**src/tcgs_pkg.sv**
```systemverilog
// Types, constants and helper functions of the table capacity policy block.
package tcgs_pkg;

	localparam int CAP_W = 24;
	localparam int CNT_W = 32;
	localparam int THR_W = 9;
	localparam int FAC_W = 8;
	localparam int OP_W = 2;
	localparam int IDX_W = 3;

	localparam logic [OP_W-1:0] OP_GROW = 2'd0;
	localparam logic [OP_W-1:0] OP_SHRINK = 2'd1;
	localparam logic [OP_W-1:0] OP_PEAK = 2'd2;

	localparam logic [IDX_W-1:0] REG_INIT_CAP = 3'd0;
	localparam logic [IDX_W-1:0] REG_MAX_CAP = 3'd1;
	localparam logic [IDX_W-1:0] REG_GROW_THR = 3'd2;
	localparam logic [IDX_W-1:0] REG_SHRINK_THR = 3'd3;
	localparam logic [IDX_W-1:0] REG_GROW_FAC = 3'd4;
	localparam logic [IDX_W-1:0] REG_SHRINK_FAC = 3'd5;

	localparam logic [CAP_W-1:0] INIT_CAP_RST = 24'd80000;
	localparam logic [CAP_W-1:0] MAX_CAP_RST = 24'd262144;
	localparam logic [THR_W-1:0] GROW_THR_RST = 9'd192;
	localparam logic [THR_W-1:0] SHRINK_THR_RST = 9'd64;
	localparam logic [FAC_W-1:0] GROW_FAC_RST = 8'd32;
	localparam logic [FAC_W-1:0] SHRINK_FAC_RST = 8'd128;

	typedef struct packed {
		logic [OP_W-1:0] op;
		logic [CAP_W-1:0] live_count;
		logic resize_ok;
	} item_t;

	typedef struct packed {
		logic resized;
		logic [CAP_W-1:0] target_capacity;
		logic compaction_request;
		logic [CAP_W-1:0] capacity;
		logic at_max;
		logic [CNT_W-1:0] grow_count;
		logic [CNT_W-1:0] shrink_count;
		logic [CNT_W-1:0] compaction_count;
		logic [CAP_W-1:0] peak_capacity;
	} result_t;

	typedef struct packed {
		logic [CAP_W-1:0] initial_capacity;
		logic [CAP_W-1:0] max_capacity;
		logic [THR_W-1:0] grow_threshold;
		logic [THR_W-1:0] shrink_threshold;
		logic [FAC_W-1:0] grow_factor;
		logic [FAC_W-1:0] shrink_factor;
	} cfg_t;

	function automatic logic [CNT_W-1:0] sat_inc(input logic [CNT_W-1:0] v);
		return (&v) ? v : v + 1'b1;
	endfunction

endpackage

```
**src/tcgs_cfg.sv**
```systemverilog
// Configuration register file of the capacity policy block.
module tcgs_cfg
	import tcgs_pkg::*;
(
	input  logic             clk,
	input  logic             arst_n,
	input  logic             cfg_valid,
	output logic             cfg_ready,
	input  logic [IDX_W-1:0] cfg_index,
	input  logic [CAP_W-1:0] cfg_data,
	output cfg_t             cfg,
	output logic             reload
);

	cfg_t cfg_q;
	logic reload_q;
	logic wr;

	assign cfg_ready = 1'b1;
	assign wr = cfg_valid && cfg_ready;
	assign cfg = cfg_q;
	// Writing the initial capacity also reloads the live capacity. The reload is
	// issued in the cycle after the write, once the new value sits in its register.
	assign reload = reload_q;

	always_ff @(posedge clk or negedge arst_n) begin
		if (!arst_n) begin
			cfg_q.initial_capacity <= INIT_CAP_RST;
			cfg_q.max_capacity <= MAX_CAP_RST;
			cfg_q.grow_threshold <= GROW_THR_RST;
			cfg_q.shrink_threshold <= SHRINK_THR_RST;
			cfg_q.grow_factor <= GROW_FAC_RST;
			cfg_q.shrink_factor <= SHRINK_FAC_RST;
			reload_q <= 1'b0;
		end else begin
			reload_q <= wr && (cfg_index == REG_INIT_CAP);
			if (wr) begin
				case (cfg_index)
					REG_INIT_CAP: cfg_q.initial_capacity <= cfg_data;
					REG_MAX_CAP: cfg_q.max_capacity <= cfg_data;
					REG_GROW_THR: cfg_q.grow_threshold <= cfg_data[THR_W-1:0];
					REG_SHRINK_THR: cfg_q.shrink_threshold <= cfg_data[THR_W-1:0];
					REG_GROW_FAC: cfg_q.grow_factor <= cfg_data[FAC_W-1:0];
					REG_SHRINK_FAC: cfg_q.shrink_factor <= cfg_data[FAC_W-1:0];
					default: ;
				endcase
			end
		end
	end

endmodule

```
**src/tcgs_core.sv**
```systemverilog
// Grow and shrink decision logic together with the capacity and counter state.
module tcgs_core
	import tcgs_pkg::*;
(
	input  logic    clk,
	input  logic    arst_n,
	input  cfg_t    cfg,
	input  logic    reload,
	input  item_t   item,
	input  logic    advance,
	output result_t res
);

	logic [CAP_W-1:0] cap_q;
	logic [CAP_W-1:0] peak_q;
	logic [CNT_W-1:0] grows_q;
	logic [CNT_W-1:0] shrinks_q;
	logic [CNT_W-1:0] compacts_q;

	logic [CAP_W-1:0] cap_nx;
	logic [CAP_W-1:0] peak_nx;
	logic [CNT_W-1:0] grows_nx;
	logic [CNT_W-1:0] shrinks_nx;
	logic [CNT_W-1:0] compacts_nx;

	logic [33:0] live_sh;
	logic [32:0] grow_lim;
	logic [32:0] shrink_lim;
	logic grow_hit;
	logic shrink_hit;
	logic [31:0] grow_mul;
	logic [CAP_W-1:0] grow_tgt;
	logic [31:0] shrink_mul;
	logic [CAP_W-1:0] shrink_raw;
	logic [CAP_W-1:0] shrink_floor;
	logic [CAP_W:0] live_x2;
	logic [CAP_W:0] shrink_tgt;
	logic resized;
	logic compact;
	logic [CAP_W-1:0] target;

	always_comb begin
		// Usage ratios are compared as live*256 against threshold*capacity.
		live_sh = {2'b00, item.live_count, 8'h00};
		grow_lim = 33'(cfg.grow_threshold) * 33'(cap_q);
		shrink_lim = 33'(cfg.shrink_threshold) * 33'(cap_q);
		grow_hit = live_sh >= {1'b0, grow_lim};
		shrink_hit = (live_sh <= {1'b0, shrink_lim}) && (cap_q > cfg.initial_capacity);

		grow_mul = 32'(cap_q) * 32'(cfg.grow_factor);
		grow_tgt = (grow_mul[31:4] > 28'(cfg.max_capacity)) ? cfg.max_capacity
			: grow_mul[CAP_W+3:4];

		shrink_mul = 32'(cap_q) * 32'(cfg.shrink_factor);
		shrink_raw = shrink_mul[31:8];
		shrink_floor = (shrink_raw < cfg.initial_capacity) ? cfg.initial_capacity
			: shrink_raw;
		live_x2 = {item.live_count, 1'b0};
		shrink_tgt = ({1'b0, shrink_floor} < live_x2) ? live_x2 : {1'b0, shrink_floor};

		resized = 1'b0;
		compact = 1'b0;
		target = '0;
		cap_nx = cap_q;
		peak_nx = peak_q;
		grows_nx = grows_q;
		shrinks_nx = shrinks_q;
		compacts_nx = compacts_q;

		case (item.op)
			OP_GROW: begin
				if (grow_hit) begin
					if (grow_tgt <= cap_q) begin
						compact = 1'b1;
						compacts_nx = sat_inc(compacts_q);
					end else begin
						target = grow_tgt;
						if (item.resize_ok) begin
							cap_nx = grow_tgt;
							resized = 1'b1;
							grows_nx = sat_inc(grows_q);
						end
					end
				end
			end
			OP_SHRINK: begin
				if (shrink_hit && (shrink_tgt < {1'b0, cap_q})) begin
					target = shrink_tgt[CAP_W-1:0];
					if (item.resize_ok) begin
						cap_nx = shrink_tgt[CAP_W-1:0];
						resized = 1'b1;
						shrinks_nx = sat_inc(shrinks_q);
					end
				end
			end
			OP_PEAK: begin
				if (cap_q > peak_q) begin
					peak_nx = cap_q;
				end
			end
			default: ;
		endcase

		res.resized = resized;
		res.target_capacity = target;
		res.compaction_request = compact;
		res.capacity = cap_nx;
		res.at_max = cap_nx >= cfg.max_capacity;
		res.grow_count = grows_nx;
		res.shrink_count = shrinks_nx;
		res.compaction_count = compacts_nx;
		res.peak_capacity = peak_nx;
	end

	always_ff @(posedge clk or negedge arst_n) begin
		if (!arst_n) begin
			cap_q <= INIT_CAP_RST;
			peak_q <= '0;
			grows_q <= '0;
			shrinks_q <= '0;
			compacts_q <= '0;
		end else if (reload) begin
			cap_q <= cfg.initial_capacity;
		end else if (advance) begin
			cap_q <= cap_nx;
			peak_q <= peak_nx;
			grows_q <= grows_nx;
			shrinks_q <= shrinks_nx;
			compacts_q <= compacts_nx;
		end
	end

endmodule

```
**src/table_capacity_grow_shrink_policy.sv**
```systemverilog
// Top level of the table capacity grow and shrink policy block.
//
//  channel  | direction | handshake              | beat
//  item     | in        | item_valid/item_stall  | op, live_count, resize_ok
//  result   | out       | result_valid/result_stall | decision, capacity, counters
//  cfg      | in        | cfg_valid/cfg_ready    | cfg_index, cfg_data
//
// One item per cycle unless the result is stalled: an item is registered, decided
// against the capacity register, and its result beat is then registered.
// Result valid rises once the item has moved from the item register to the result register.
// A write to the initial capacity reloads capacity in the cycle after the write.
// Reset loads the register defaults and sets capacity to the initial capacity.
// A stalled result holds; one further item may still be taken behind it.
module table_capacity_grow_shrink_policy
	import tcgs_pkg::*;
(
	input  logic             clk,
	input  logic             arst_n,
	input  logic             item_valid,
	output logic             item_stall,
	input  item_t            item,
	output logic             result_valid,
	input  logic             result_stall,
	output result_t          result,
	input  logic             cfg_valid,
	output logic             cfg_ready,
	input  logic [IDX_W-1:0] cfg_index,
	input  logic [CAP_W-1:0] cfg_data
);

	cfg_t cfg;
	logic reload;
	logic item_valid_s1;
	item_t item_s1;
	logic result_valid_q;
	result_t result_q;
	result_t res;
	logic out_free;
	logic advance;

	assign out_free = !result_valid_q || !result_stall;
	assign advance = item_valid_s1 && out_free;
	assign item_stall = item_valid_s1 && !out_free;
	assign result_valid = result_valid_q;
	assign result = result_q;

	tcgs_cfg u_cfg (
		.clk(clk),
		.arst_n(arst_n),
		.cfg_valid(cfg_valid),
		.cfg_ready(cfg_ready),
		.cfg_index(cfg_index),
		.cfg_data(cfg_data),
		.cfg(cfg),
		.reload(reload)
	);

	tcgs_core u_core (
		.clk(clk),
		.arst_n(arst_n),
		.cfg(cfg),
		.reload(reload),
		.item(item_s1),
		.advance(advance),
		.res(res)
	);

	always_ff @(posedge clk or negedge arst_n) begin
		if (!arst_n) begin
			item_valid_s1 <= 1'b0;
			result_valid_q <= 1'b0;
		end else begin
			if (!item_stall) begin
				item_valid_s1 <= item_valid;
			end
			if (out_free) begin
				result_valid_q <= item_valid_s1;
			end
		end
	end

	always_ff @(posedge clk) begin
		if (item_valid && !item_stall) begin
			item_s1 <= item;
		end
		if (advance) begin
			result_q <= res;
		end
	end

endmodule

```
**config.mk**
```make
export PLATFORM = sky130hd
export DESIGN_NAME = table_capacity_grow_shrink_policy
export DESIGN_NICKNAME = d
export VERILOG_FILES = /design/src/tcgs_pkg.sv /design/src/tcgs_cfg.sv /design/src/tcgs_core.sv /design/src/table_capacity_grow_shrink_policy.sv
export SDC_FILE = /design/constraint.sdc
export NUM_CORES = 2
export LEC_CHECK = 0
export BUFFER_PORTS_ARGS = -buffer_cell sky130_fd_sc_hd__buf_4
export CAP_MARGIN = 10
export CORE_MARGIN = 1
export CORE_UTILIZATION = 50
export DETAILED_ROUTE_END_ITERATION = 12
export GPL_TIMING_DRIVEN = 0
export PLACE_DENSITY = 0.76
export SLEW_MARGIN = 15
export SYNTH_ARGS = -nofsm -noshare
export SYNTH_HDL_FRONTEND = slang
export SYNTH_SLANG_ARGS = --single-unit
export TNS_END_PERCENT = 20
```
**constraint.sdc**
```tcl
create_clock -name clk -period 15.3 [get_ports clk]
set_input_delay 1.53 -clock clk [delete_from_list [all_inputs] [get_ports clk]]
set_output_delay 1.53 -clock clk [all_outputs]
set_load 0.01 [all_outputs]
```
==> flow_metrics.py <==
metrics = {
    "layout": {
        "final_cell_mix": "714 x inv_1, 686 x nand2_1, 572 x fa_1",
        "layout_commonest_cell": "inv_1",
        "multi_input_area_um2": 34100,
        "stdcell_count": 6810,
        "fin_area_um2": 55500,
        "seq_area_um2": 11700,
        "fill_cells": 8401,
        "utilization_pct": 57.4,
        "fin_nets": 6556,
        "area_delta_synth_final_pct": 13.8,
        "drive_gt1_share_pct": 12.5,
    },
    "job": {
        "maxCapViolations": 0,
    },
    "grt": {
        "grt_pass1_vias": 40300,
        "grt.total_usage_pct": 34.8,
        "grt_first_pass_wirelength_mm": 253,
        "grt_start_max_net_pins": 85,
        "antenna_found_initial": 14,
        "grt.overflow.total": 0,
    },
    "cts": {
        "clk_pin_slew_ns": 0.06,
        "holdBufCountCts": 0,
        "cts_made_buffers": 49,
        "ctsHtreeMaxLevel": 2,
        "clockBufferDepth": 3,
        "cts.sinks": 427,
        "clock_latency_ns": 0.66,
        "cts_tree": "done",
        "cts_root_buf": "clkbuf_16",
    },
    "drt": {
        "drc": 0,
        "vias_per_cell": 5.95,
        "via_count": 40500,
        "top_layer": "met5",
        "post_drt_wl_per_cell_um": 25.3,
        "ant_nets": 0,
        "met3_length_mm": 21.2,
        "dr_wl_met2_mm": 75.1,
        "finalWirelength_mm": 172,
        "first_pass_iters": 8,
        "drtIter0Drc": 4036,
        "wirelength_met1_mm": 65.4,
    },
    "timing": {
        "worst_slack_ns": 0.249,
        "setup-violations-final": 0,
        "drv_slew": 0,
        "worst_pin_slew_ns": 1.33,
        "slew_headroom_pct": 8.86,
        "finClkSkew_ns": 0.0285,
        "finalCritPeriodShare_pct": 98.4,
        "fmax_mhz": 66.4,
        "hold_violations": 0,
        "fin_crit_ns": 15.05,
    },
    "synthesis": {
        "synth_warnings": 0,
        "synth_edf_count": 198,
        "syn-mean-instance-area_um2": 9.47,
        "syn_nets": 6223,
        "syn_inst": 5148,
        "seq_area_frac_synth_pct": 24.0,
        "synth_cell_types": 89,
        "ys_ff_latch": 427,
        "async_flop_share_pct": 53.6,
        "synth_flop_cell": "dfrtp_1",
        "netlist_area_um2": 48800,
    },
    "placement": {
        "place_ws_ns": -4.97,
        "place_inst": 6660,
        "placed_area_um2": 52300,
        "place_congestion": 1.05,
        "port_buffers": 231,
        "post-dp-hpwl_mm": 135,
    },
    "die": {
        "rows": 114,
        "io_pins": 233,
        "core_area_um2": 96700,
        "start_util_pct": 50.4,
        "die_y_um": 314,
        "die_w_um": 314,
        "die_area_um2": 98800,
    },
    "critical_path": {
        "worstPathArrival_ns": 15.46,
        "start_kind": "flop",
        "r2r_cells": 67,
        "crit_fanout": 10,
        "worstSetupPathType": "reg -> reg",
        "end_kind": "flop",
        "slowest_delay_ns": 0.51,
        "worstPathRequired_ns": 15.71,
        "crit_buf_inv": 14,
        "cp_slowest_cell": "fa_1",
        "crit_family": "compound AO/OA/AOI/OAI gates",
        "crit_cells": 67,
        "critical_path.most_common_cell": "a21o_1",
    },
    "hold_path": {
        "min_path_type": "reg -> reg",
        "hold_depth": 1,
    },
    "outcome": {
        "status": "completed",
    },
}
==> layer usage <==
layer  GRT usage, %  up-vias
li1               -    17600
met1           45.7    20200
met2           52.0     2316
met3           10.3      480
met4           18.4        4
met5          0.629        -
==> cells by family after synthesis <==
kind of cell | count (synthesis) | synth area share, %
xor gates and xnor gates | 276 | 4.96
and+or+nand+nor | 1660 | 16.7
adders and majority gates | 1016 | 34.9
other | 1 | 0.00769
muxes | 126 | 2.83
buffers and inverters | 963 | 7.45
AOI/OAI and AO/OA | 679 | 9.17
DFF | 427 | 24.0
==> through the flow <==
stage | hold slack [ns] | TNS (ns)
2_1_floorplan | 0.457 | 0
3_3_place_gp | 0.467 | -352.46
3_5_place_dp | 0.496 | -321.85
4_1_cts | 0.507 | 0
5_1_grt | 0.520 | -0.189
6_report | 0.507 | 0
==> repair_timing <==
item / 4_1_cts / 5_1_grt
pin swaps: 5 / 35
setup buffers: 10 / 41
setup endpoints to repair: 138 / 1
resized for setup: 211 / 179
==> path summary, 6_finish.rpt <==
kind	from	to	slack [ns]
min reg2reg	u_core.peak_q[19]	u_core.peak_q[19]	0.51
max in group asynchronous	arst_n	u_cfg.cfg[32]	13.11
min in group asynchronous	arst_n	u_core.compacts_q[14]	0.88
max	u_core.cap_q[0]	result[120]	0.25
min	u_core.peak_q[19]	u_core.peak_q[19]	0.51
max reg2reg	u_core.cap_q[0]	result[120]	0.25
==> cell usage after synthesis (all sizes together), types with 107 or more instances <==
library cell / instances / area (um2)
nand2: 688 / 2580
nor2: 172 / 648
o21ai: 150 / 751
clkbuf: 227 / 852
dfrtp: 213 / 5330
xor2: 107 / 937
edfxtp: 198 / 5950
a21oi: 175 / 880
and2: 389 / 2430
fa: 573 / 11500
ha: 443 / 5540
inv: 715 / 2680
xnor2: 169 / 1480
==> final cells by class <==
| cell class | instances | area share [%] |
|---|---|---|
| timing repair buffer | 287 | 4.07 |
| clock inverter | 22 | 0.523 |
| clock buffer | 70 | 2.53 |
| tap | 1276 | 2.88 |
| sequential | 427 | 21.1 |
| antenna | 12 | 0.0541 |
| buffer | 241 | 2.61 |
| multi-input combinational | 3758 | 61.4 |
| inverter | 717 | 4.86 |
==> flip-flops by register name, indices dropped and copies added, names as in the netlist, 24 cells and up <==
name,cells
item_s1,27
u_core.cap_q,24
result,171
u_core.grows_q,32
u_cfg.cfg,82
u_core.shrinks_q,32
u_core.peak_q,24
u_core.compacts_q,32
Power is left out: the tool's default activity adds up to more than one toggle a clock period on the data nets, which glitch-free logic cannot reach.
